[src/sv/soc_pkg.sv]
`timescale 1ns / 1ps
// Shared types and codes for the shape overlap test pipeline.
// Used by every stage module and by the top level; depends on nothing.
package soc_pkg;

   localparam logic [2:0] FUNC_RECT_RECT   = 3'd0;
   localparam logic [2:0] FUNC_CIRC_CIRC   = 3'd1;
   localparam logic [2:0] FUNC_CIRC_RECT   = 3'd2;
   localparam logic [2:0] FUNC_RECT_POINT  = 3'd3;
   localparam logic [2:0] FUNC_CIRC_POINT  = 3'd4;

   // How the final stage forms the hit bit.
   typedef enum logic [1:0] {
      MODE_DIRECT  = 2'd0,
      MODE_CENTER  = 2'd1,
      MODE_CORNERS = 2'd2
   } mode_type;

   typedef struct packed {
      mode_type mode;
      logic     direct_hit;
      logic     rad_neg;
      logic     bad;
   } ctl_type;

endpackage

[src/sv/soc_front.sv]
`timescale 1ns / 1ps
// First stage: bound compares, coordinate differences and the radius.
// Depends on soc_pkg.
module soc_front import soc_pkg::*; #(
   parameter int COORD_WIDTH = 16
) (
   input  logic                          clock,
   input  logic                          reset,
   input  logic                          in_valid,
   output logic                          in_ready,
   input  logic [2:0]                    func,
   input  logic signed [COORD_WIDTH-1:0] a_x0,
   input  logic signed [COORD_WIDTH-1:0] a_y0,
   input  logic signed [COORD_WIDTH-1:0] a_x1,
   input  logic signed [COORD_WIDTH-1:0] a_y1,
   input  logic signed [COORD_WIDTH-1:0] b_x0,
   input  logic signed [COORD_WIDTH-1:0] b_y0,
   input  logic signed [COORD_WIDTH-1:0] b_x1,
   input  logic signed [COORD_WIDTH-1:0] b_y1,
   output logic                          out_valid,
   input  logic                          out_ready,
   output ctl_type                       out_ctl,
   output logic [COORD_WIDTH:0]          out_dx_l,
   output logic [COORD_WIDTH:0]          out_dx_r,
   output logic [COORD_WIDTH:0]          out_dy_t,
   output logic [COORD_WIDTH:0]          out_dy_b,
   output logic [COORD_WIDTH:0]          out_rad
);

   localparam int EW = COORD_WIDTH + 1;

   function automatic logic [EW-1:0] mag(input logic signed [EW-1:0] d);
      mag = d[EW-1] ? (~d + EW'(1)) : d;
   endfunction

   logic signed [EW-1:0] ax0_e, ay0_e, ax1_e, bx0_e, by0_e, bx1_e, by1_e;
   logic signed [EW-1:0] left_w, right_w, top_w, bottom_w, rad_sum;
   logic                 rect_rect_hit, rect_point_hit, in_span, widened_hit;
   ctl_type              ctl_in, ctl_ff;
   logic                 valid_ff, valid_in;
   logic [EW-1:0]        dx_l_ff, dx_r_ff, dy_t_ff, dy_b_ff, rad_ff;

   always_comb begin
      ax0_e = EW'(a_x0);
      ay0_e = EW'(a_y0);
      ax1_e = EW'(a_x1);
      bx0_e = EW'(b_x0);
      by0_e = EW'(b_y0);
      bx1_e = EW'(b_x1);
      by1_e = EW'(b_y1);

      rect_rect_hit  = !(a_x0 > b_x1) && !(a_x1 < b_x0) && !(a_y0 > b_y1) && !(a_y1 < b_y0);
      rect_point_hit = !(a_x0 > b_x0) && !(a_x1 < b_x0) && !(a_y0 > b_y0) && !(a_y1 < b_y0);

      in_span = (b_x0 <= a_x0 && a_x0 <= b_x1) || (b_y0 <= a_y0 && a_y0 <= b_y1);
      left_w   = bx0_e - ax1_e;
      right_w  = bx1_e + ax1_e;
      top_w    = by0_e - ax1_e;
      bottom_w = by1_e + ax1_e;
      widened_hit = (left_w <= ax0_e) && (ax0_e <= right_w) &&
                    (top_w <= ay0_e) && (ay0_e <= bottom_w);

      rad_sum = (func == FUNC_CIRC_CIRC) ? (ax1_e + bx1_e) : ax1_e;

      ctl_in.mode       = MODE_DIRECT;
      ctl_in.direct_hit = 1'b0;
      ctl_in.rad_neg    = rad_sum[EW-1];
      ctl_in.bad        = 1'b0;
      unique case (func)
         FUNC_RECT_RECT: begin
            ctl_in.direct_hit = rect_rect_hit;
         end
         FUNC_RECT_POINT: begin
            ctl_in.direct_hit = rect_point_hit;
         end
         FUNC_CIRC_CIRC, FUNC_CIRC_POINT: begin
            ctl_in.mode = MODE_CENTER;
         end
         FUNC_CIRC_RECT: begin
            if (in_span) begin
               ctl_in.direct_hit = widened_hit;
            end else begin
               ctl_in.mode = MODE_CORNERS;
            end
         end
         default: begin
            ctl_in.bad = 1'b1;
         end
      endcase
   end

   assign in_ready = !valid_ff || out_ready;
   assign valid_in = in_ready ? in_valid : valid_ff;

   always_ff @(posedge clock) begin
      if (reset) begin
         valid_ff <= 1'b0;
      end else begin
         valid_ff <= valid_in;
      end
   end

   always_ff @(posedge clock) begin
      if (in_ready) begin
         ctl_ff  <= ctl_in;
         dx_l_ff <= mag(ax0_e - bx0_e);
         dx_r_ff <= mag(ax0_e - bx1_e);
         dy_t_ff <= mag(ay0_e - by0_e);
         dy_b_ff <= mag(ay0_e - by1_e);
         rad_ff  <= rad_sum;
      end
   end

   assign out_valid = valid_ff;
   assign out_ctl   = ctl_ff;
   assign out_dx_l  = dx_l_ff;
   assign out_dx_r  = dx_r_ff;
   assign out_dy_t  = dy_t_ff;
   assign out_dy_b  = dy_b_ff;
   assign out_rad   = rad_ff;

endmodule

[src/sv/soc_square.sv]
`timescale 1ns / 1ps
// Second stage: five squaring multipliers for distances and radius.
// Depends on soc_pkg.
module soc_square import soc_pkg::*; #(
   parameter int COORD_WIDTH = 16
) (
   input  logic                       clock,
   input  logic                       reset,
   input  logic                       in_valid,
   output logic                       in_ready,
   input  ctl_type                    in_ctl,
   input  logic [COORD_WIDTH:0]       in_dx_l,
   input  logic [COORD_WIDTH:0]       in_dx_r,
   input  logic [COORD_WIDTH:0]       in_dy_t,
   input  logic [COORD_WIDTH:0]       in_dy_b,
   input  logic [COORD_WIDTH:0]       in_rad,
   output logic                       out_valid,
   input  logic                       out_ready,
   output ctl_type                    out_ctl,
   output logic [2*COORD_WIDTH+1:0]   out_sx_l,
   output logic [2*COORD_WIDTH+1:0]   out_sx_r,
   output logic [2*COORD_WIDTH+1:0]   out_sy_t,
   output logic [2*COORD_WIDTH+1:0]   out_sy_b,
   output logic [2*COORD_WIDTH+1:0]   out_rr
);

   localparam int SW = 2 * COORD_WIDTH + 2;

   logic          valid_ff, valid_in;
   ctl_type       ctl_ff;
   logic [SW-1:0] sx_l_ff, sx_r_ff, sy_t_ff, sy_b_ff, rr_ff;

   assign in_ready = !valid_ff || out_ready;
   assign valid_in = in_ready ? in_valid : valid_ff;

   always_ff @(posedge clock) begin
      if (reset) begin
         valid_ff <= 1'b0;
      end else begin
         valid_ff <= valid_in;
      end
   end

   always_ff @(posedge clock) begin
      if (in_ready) begin
         ctl_ff  <= in_ctl;
         sx_l_ff <= SW'(in_dx_l) * SW'(in_dx_l);
         sx_r_ff <= SW'(in_dx_r) * SW'(in_dx_r);
         sy_t_ff <= SW'(in_dy_t) * SW'(in_dy_t);
         sy_b_ff <= SW'(in_dy_b) * SW'(in_dy_b);
         rr_ff   <= SW'(in_rad) * SW'(in_rad);
      end
   end

   assign out_valid = valid_ff;
   assign out_ctl   = ctl_ff;
   assign out_sx_l  = sx_l_ff;
   assign out_sx_r  = sx_r_ff;
   assign out_sy_t  = sy_t_ff;
   assign out_sy_b  = sy_b_ff;
   assign out_rr    = rr_ff;

endmodule

[src/sv/soc_decide.sv]
`timescale 1ns / 1ps
// Third stage: squared distance sums, radius compares and the result register.
// Depends on soc_pkg.
module soc_decide import soc_pkg::*; #(
   parameter int COORD_WIDTH = 16
) (
   input  logic                       clock,
   input  logic                       reset,
   input  logic                       in_valid,
   output logic                       in_ready,
   input  ctl_type                    in_ctl,
   input  logic [2*COORD_WIDTH+1:0]   in_sx_l,
   input  logic [2*COORD_WIDTH+1:0]   in_sx_r,
   input  logic [2*COORD_WIDTH+1:0]   in_sy_t,
   input  logic [2*COORD_WIDTH+1:0]   in_sy_b,
   input  logic [2*COORD_WIDTH+1:0]   in_rr,
   output logic                       out_valid,
   input  logic                       out_ready,
   output logic                       out_hit,
   output logic                       out_bad
);

   localparam int TW = 2 * COORD_WIDTH + 3;

   logic [TW-1:0] sum_lt, sum_rt, sum_lb, sum_rb, rr_e;
   logic          hit_in, hit_ff, bad_ff;
   logic          valid_ff, valid_in;

   always_comb begin
      rr_e   = TW'(in_rr);
      sum_lt = TW'(in_sx_l) + TW'(in_sy_t);
      sum_rt = TW'(in_sx_r) + TW'(in_sy_t);
      sum_lb = TW'(in_sx_l) + TW'(in_sy_b);
      sum_rb = TW'(in_sx_r) + TW'(in_sy_b);
      hit_in = 1'b0;
      unique case (in_ctl.mode)
         MODE_DIRECT: begin
            hit_in = in_ctl.direct_hit;
         end
         MODE_CENTER: begin
            hit_in = !in_ctl.rad_neg && (sum_lt <= rr_e);
         end
         MODE_CORNERS: begin
            hit_in = !in_ctl.rad_neg && ((sum_lt <= rr_e) || (sum_rt <= rr_e) ||
                                         (sum_lb <= rr_e) || (sum_rb <= rr_e));
         end
         default: begin
            hit_in = 1'b0;
         end
      endcase
   end

   assign in_ready = !valid_ff || out_ready;
   assign valid_in = in_ready ? in_valid : valid_ff;

   always_ff @(posedge clock) begin
      if (reset) begin
         valid_ff <= 1'b0;
      end else begin
         valid_ff <= valid_in;
      end
   end

   always_ff @(posedge clock) begin
      if (in_ready) begin
         hit_ff <= hit_in && !in_ctl.bad;
         bad_ff <= in_ctl.bad;
      end
   end

   assign out_valid = valid_ff;
   assign out_hit   = hit_ff;
   assign out_bad   = bad_ff;

endmodule

[src/sv/shape_overlap_test_core.sv]
`timescale 1ns / 1ps
// Top level of the shape overlap test: three pipeline stages in a row.
// Depends on soc_pkg, soc_front, soc_square and soc_decide.
//
// Each request beat carries an operation code and two shapes in signed fixed
// point (Q12.4 at the default width); each response beat carries hit and
// bad_func for exactly one request, in request order.
// Stage one compares bounds and forms coordinate differences, stage two
// squares them with five multipliers, and stage three adds the squares,
// compares against the squared radius and holds the response.
// An accepted request is registered in turn by stages one, two and three,
// and rsp_valid rises once it is held in the stage-three register.
// Throughput is one beat per cycle; a new request is taken every cycle
// while the response side keeps up.
// When the receiver stalls, each stage holds its beat and an empty stage
// still takes one, so bubbles close up; req_ready falls only once all
// three stages are full.
// Reset empties all stages; no beat is in flight afterward.
module shape_overlap_test_core import soc_pkg::*; #(
   parameter int COORD_WIDTH = 16
) (
   input  logic                          clock,
   input  logic                          reset,
   input  logic                          req_valid,
   output logic                          req_ready,
   input  logic [2:0]                    req_func,
   input  logic signed [COORD_WIDTH-1:0] req_a_x0,
   input  logic signed [COORD_WIDTH-1:0] req_a_y0,
   input  logic signed [COORD_WIDTH-1:0] req_a_x1,
   input  logic signed [COORD_WIDTH-1:0] req_a_y1,
   input  logic signed [COORD_WIDTH-1:0] req_b_x0,
   input  logic signed [COORD_WIDTH-1:0] req_b_y0,
   input  logic signed [COORD_WIDTH-1:0] req_b_x1,
   input  logic signed [COORD_WIDTH-1:0] req_b_y1,
   output logic                          rsp_valid,
   input  logic                          rsp_ready,
   output logic                          rsp_hit,
   output logic                          rsp_bad_func
);

   logic                       s1_valid, s1_ready, s2_valid, s2_ready;
   ctl_type                    s1_ctl, s2_ctl;
   logic [COORD_WIDTH:0]       s1_dx_l, s1_dx_r, s1_dy_t, s1_dy_b, s1_rad;
   logic [2*COORD_WIDTH+1:0]   s2_sx_l, s2_sx_r, s2_sy_t, s2_sy_b, s2_rr;

   soc_front #(.COORD_WIDTH(COORD_WIDTH)) u_front (
      .clock     (clock),
      .reset     (reset),
      .in_valid  (req_valid),
      .in_ready  (req_ready),
      .func      (req_func),
      .a_x0      (req_a_x0),
      .a_y0      (req_a_y0),
      .a_x1      (req_a_x1),
      .a_y1      (req_a_y1),
      .b_x0      (req_b_x0),
      .b_y0      (req_b_y0),
      .b_x1      (req_b_x1),
      .b_y1      (req_b_y1),
      .out_valid (s1_valid),
      .out_ready (s1_ready),
      .out_ctl   (s1_ctl),
      .out_dx_l  (s1_dx_l),
      .out_dx_r  (s1_dx_r),
      .out_dy_t  (s1_dy_t),
      .out_dy_b  (s1_dy_b),
      .out_rad   (s1_rad)
   );

   soc_square #(.COORD_WIDTH(COORD_WIDTH)) u_square (
      .clock     (clock),
      .reset     (reset),
      .in_valid  (s1_valid),
      .in_ready  (s1_ready),
      .in_ctl    (s1_ctl),
      .in_dx_l   (s1_dx_l),
      .in_dx_r   (s1_dx_r),
      .in_dy_t   (s1_dy_t),
      .in_dy_b   (s1_dy_b),
      .in_rad    (s1_rad),
      .out_valid (s2_valid),
      .out_ready (s2_ready),
      .out_ctl   (s2_ctl),
      .out_sx_l  (s2_sx_l),
      .out_sx_r  (s2_sx_r),
      .out_sy_t  (s2_sy_t),
      .out_sy_b  (s2_sy_b),
      .out_rr    (s2_rr)
   );

   soc_decide #(.COORD_WIDTH(COORD_WIDTH)) u_decide (
      .clock     (clock),
      .reset     (reset),
      .in_valid  (s2_valid),
      .in_ready  (s2_ready),
      .in_ctl    (s2_ctl),
      .in_sx_l   (s2_sx_l),
      .in_sx_r   (s2_sx_r),
      .in_sy_t   (s2_sy_t),
      .in_sy_b   (s2_sy_b),
      .in_rr     (s2_rr),
      .out_valid (rsp_valid),
      .out_ready (rsp_ready),
      .out_hit   (rsp_hit),
      .out_bad   (rsp_bad_func)
   );

   // An invalid code must never report a hit.
   assert property (@(posedge clock) disable iff (reset)
      rsp_valid |-> !(rsp_hit && rsp_bad_func))
      else $error("bad_func beat reports a hit");

   // With the last stage empty the whole pipeline can take a beat.
   assert property (@(posedge clock) disable iff (reset)
      !rsp_valid |-> req_ready)
      else $error("request stalled with empty response stage");

   // A receiver that takes the response never blocks the request side.
   assert property (@(posedge clock) disable iff (reset)
      rsp_ready |-> req_ready)
      else $error("request stalled while response side is ready");

   // Reset leaves no beat in flight.
   assert property (@(posedge clock)
      reset |=> !rsp_valid && !s1_valid && !s2_valid)
      else $error("pipeline not empty after reset");

endmodule
[config.mk]
export PLATFORM = sky130hd
export DESIGN_NAME = shape_overlap_test_core
export DESIGN_NICKNAME = d
export VERILOG_FILES = /design/src/sv/soc_pkg.sv /design/src/sv/soc_front.sv /design/src/sv/soc_square.sv /design/src/sv/soc_decide.sv /design/src/sv/shape_overlap_test_core.sv
export SDC_FILE = /design/constraint.sdc
export NUM_CORES = 2
export LEC_CHECK = 0
export BUFFER_PORTS_ARGS = -buffer_cell sky130_fd_sc_hd__buf_4
export CAP_MARGIN = 20
export CORE_MARGIN = 5
export CORE_UTILIZATION = 65
export CTS_BUF_LIST = sky130_fd_sc_hd__clkbuf_8
export CTS_CLUSTER_SIZE = 8
export DETAILED_ROUTE_END_ITERATION = 10
export PLACE_DENSITY = 0.83
export SETUP_SLACK_MARGIN = 0.5
export SKIP_LAST_GASP = 1
export SLEW_MARGIN = 20
export SYNTH_ARGS = -nofsm -noshare
export SYNTH_HDL_FRONTEND = slang
export SYNTH_HIERARCHICAL = 1
export SYNTH_SLANG_ARGS = --single-unit
[constraint.sdc]
create_clock -name clock -period 10.5 [get_ports clock]
set_input_delay 1.575 -clock clock [delete_from_list [all_inputs] [get_ports clock]]
set_output_delay 1.575 -clock clock [all_outputs]
set_load 0.02 [all_outputs]
==> results.json <==
{
  "outcome": "finished clean",
  "cts.reportedPaths.clkPinSlew_ps": 60,
  "critPathCaptureType": "flip-flop",
  "criticalPathCategory": "flip-flop to flip-flop",
  "cts_buffers": 50,
  "fin_tns_setup_ps": 0,
  "ys_seq_elements": 264,
  "cts_root_buf": "clkbuf_8",
  "final_nets": 9850,
  "holdPathEnd": "u_square/out_ctl[4]",
  "timing.reg2reg.setup_slack_ps": 3520,
  "gr-usage-all-layers": 0.328,
  "report.final.setup_viol": 0,
  "dr.first_iter.drc_count": 4858,
  "clk_path_buf_depth": 3,
  "period_needed_ps": 6980,
  "antenna_found_initial": 4,
  "overflow": 0,
  "fin_crit_sh": 0.665,
  "dp_hpwl_mm": 156,
  "floorplan.initialDensity": 0.653,
  "dr.pass1.iters": 6,
  "num_rows": 119,
  "hp-class": "flip-flop to flip-flop",
  "min_from": "u_front/out_ctl[4]",
  "synthArstFlopShare": 0,
  "synth_edf_count": 261,
  "grt_pass1_vias": 56581,
  "hold_depth": 0,
  "cts_setup_buffers": 0,
  "cts_tree": "built",
  "avgSynthCellArea_um2": 8.94,
  "synth_area_um2": 68600,
  "worst_slew_pin_slew_ps": 1070,
  "yosysWarnings": 6,
  "cts_resized": 0,
  "rsz0062_at_grt": "false",
  "seq_area_frac_synth": 0.115,
  "final_layout_size_suffix_gt1_frac": 0.0388,
  "synth_top_area_frac": 0.281,
  "mostFrequentLayoutCell": "inv_1",
  "critPathLaunchType": "flip-flop",
  "synth.largest_area_cell": "fa_1",
  "relSlewSlack": 0.280,
  "synthTopCellsByArea": "fa_1 (28%), ha_1 (19%), edfxtp_1 (11%)",
  "grt_max_degree": 76,
  "reg2regPathDepth": 20,
  "die_h_um": 335,
  "die_area_um2": 112000,
  "final_cell_mix": "inv_1 (1,700), ha_1 (1,036), fa_1 (964), nand2_1 (645), a21oi_1 (415)",
  "pin_count": 139,
  "utilization": 0.684,
  "r2r-start": "u_front/out_dy_b[2]",
  "hold_viol": 0,
  "clkLatencyLatePin_ps": 660,
  "finClkSkew_ps": 52.7,
  "wirelength_mm": 185,
  "arrival_ps": 7290,
  "synth_cell_types": 104,
  "h-tree-depth": 2,
  "core-area_um2": 105000,
  "drcViolationCount": 0,
  "grt_pass1_wl_mm": 294,
  "fmax_mhz": 143,
  "critPathRequiredTime_ps": 10810,
  "worst-path-max-fanout": 19,
  "gp_congestion": 1.06,
  "die_w_um": 335,
  "maxCapViolCount": 0,
  "io_buffers": 138,
  "detail-route-antenna-nets": 0,
  "area_delta_synth_final_pct": 4.77,
  "vias_per_cell": 5.95,
  "drv_slew": 0,
  "syn_inst": 7677,
  "ctsHoldBuffers": 0,
  "wire_per_inst_um": 20.2,
  "rr_endpoint": "u_square/out_sy_b[30]",
  "ys.flop_type": "edfxtp_1",
  "clock-sinks": 264,
  "vias": 54450
}
## kinds of logic (layout without fill, tap and decap cells)
family	Yosys count	count (layout)	synth area share
AO/OA/AOI/OAI	1348	1348	0.127
XOR/XNOR	458	458	0.0584
adder cells (fa/ha/maj)	2000	2000	0.470
buffers and inverters	1848	1920	0.102
flip-flops	264	264	0.115
multiplexers	11	11	0.00175
other	1	6	0.0000546
AND/OR/NAND/NOR	1747	1747	0.125
## flip-flops by register name, indices dropped and copies added, names as in the netlist, 5 cells and up
name,flops
u_square/out_sx_l,33
u_square/out_sy_t,33
u_front/out_dx_r,17
u_square/out_ctl,5
u_front/out_ctl,5
u_square/out_rr,33
u_front/out_dy_t,17
u_front/out_dy_b,17
u_square/out_sy_b,33
u_front/out_dx_l,17
u_square/out_sx_r,33
u_front/out_rad,16
## worst max-delay path by stage
stage                                   start               endpoint  slack [ps]  cells after the start
after detailed placement  u_front/out_dy_b[2]  u_square/out_sy_b[30]        3770                     20
after global placement    u_front/out_dy_b[2]  u_square/out_sy_b[30]        3840                     20
after CTS                 u_front/out_dy_b[2]  u_square/out_sy_b[30]        3730                     20
final                     u_front/out_dy_b[2]  u_square/out_sy_b[30]        3520                     20
after global routing      u_front/out_dy_b[2]  u_square/out_sy_b[30]        3340                     20
after floorplan                     rsp_ready              req_ready        2500                      3
## area by class of cell
class | instances | area [µm²]
Clock buffer | 50 | 688
Timing Repair Buffer | 145 | 1090
Inverter | 1685 | 6320
Sequential cell | 264 | 7900
Fill cell | 8250 | 33200
Multi-Input combinational cell | 5569 | 53800
Tap cell | 1391 | 1740
Clock inverter | 40 | 377
Antenna cell | 1 | 2.50
## per-layer routing
layer / track usage / up-vias / routed length, µm
met2: 0.545 / 2368 / 86200
li1: - / 25064 / -
met5: 0 / - / 42
met3: 0.0580 / 511 / 15100
met4: 0.142 / 6 / 9730
met1: 0.426 / 26501 / 73700
## metrics by stage
stage                     setup slack (ps)  hold slack [ps]  std cells  instance area (µm²)
after floorplan                       2500              400       7681                68600
after global placement                3840              405       9054                70800
after detailed placement              3770              408       9054                70800
after CTS                             3730              422       9144                71900
after global routing                  3340              437       9145                71900
final                                 3520              418       9145                71900
## worst max-delay path, cell delays in order (launching register included)
cell	delay, ps
edfxtp_1	970
nand2_1	240
inv_1	140
fa_1	420
inv_1	100
fa_1	420
fa_1	510
inv_1	50
fa_1	490
fa_1	490
inv_1	50
fa_1	470
inv_1	40
ha_1	380
a21o_1	160
a31oi_1	110
o21bai_1	150
a31oi_1	110
nor4_1	430
o21ai_0	220
o311ai_0	700
## cells in the mapped netlist, types with 39 or more instances
| cell | instances |
|---|---|
| a211oi_1 | 49 |
| a21o_1 | 204 |
| a21oi_1 | 415 |
| a31oi_1 | 51 |
| and2_1 | 291 |
| and3_1 | 39 |
| clkbuf_1 | 152 |
| edfxtp_1 | 261 |
| fa_1 | 964 |
| ha_1 | 1036 |
| inv_1 | 1685 |
| nand2_1 | 645 |
| nand2b_1 | 60 |
| nand3_1 | 79 |
| nand4_1 | 84 |
| nor2_1 | 276 |
| nor2b_1 | 87 |
| nor3_1 | 60 |
| o21a_1 | 64 |
| o21ai_0 | 255 |
| o21bai_1 | 43 |
| xnor2_1 | 337 |
| xor2_1 | 121 |
Power is left out: the tool's default activity adds up to more than one toggle a clock period on the data nets, which glitch-free logic cannot reach.
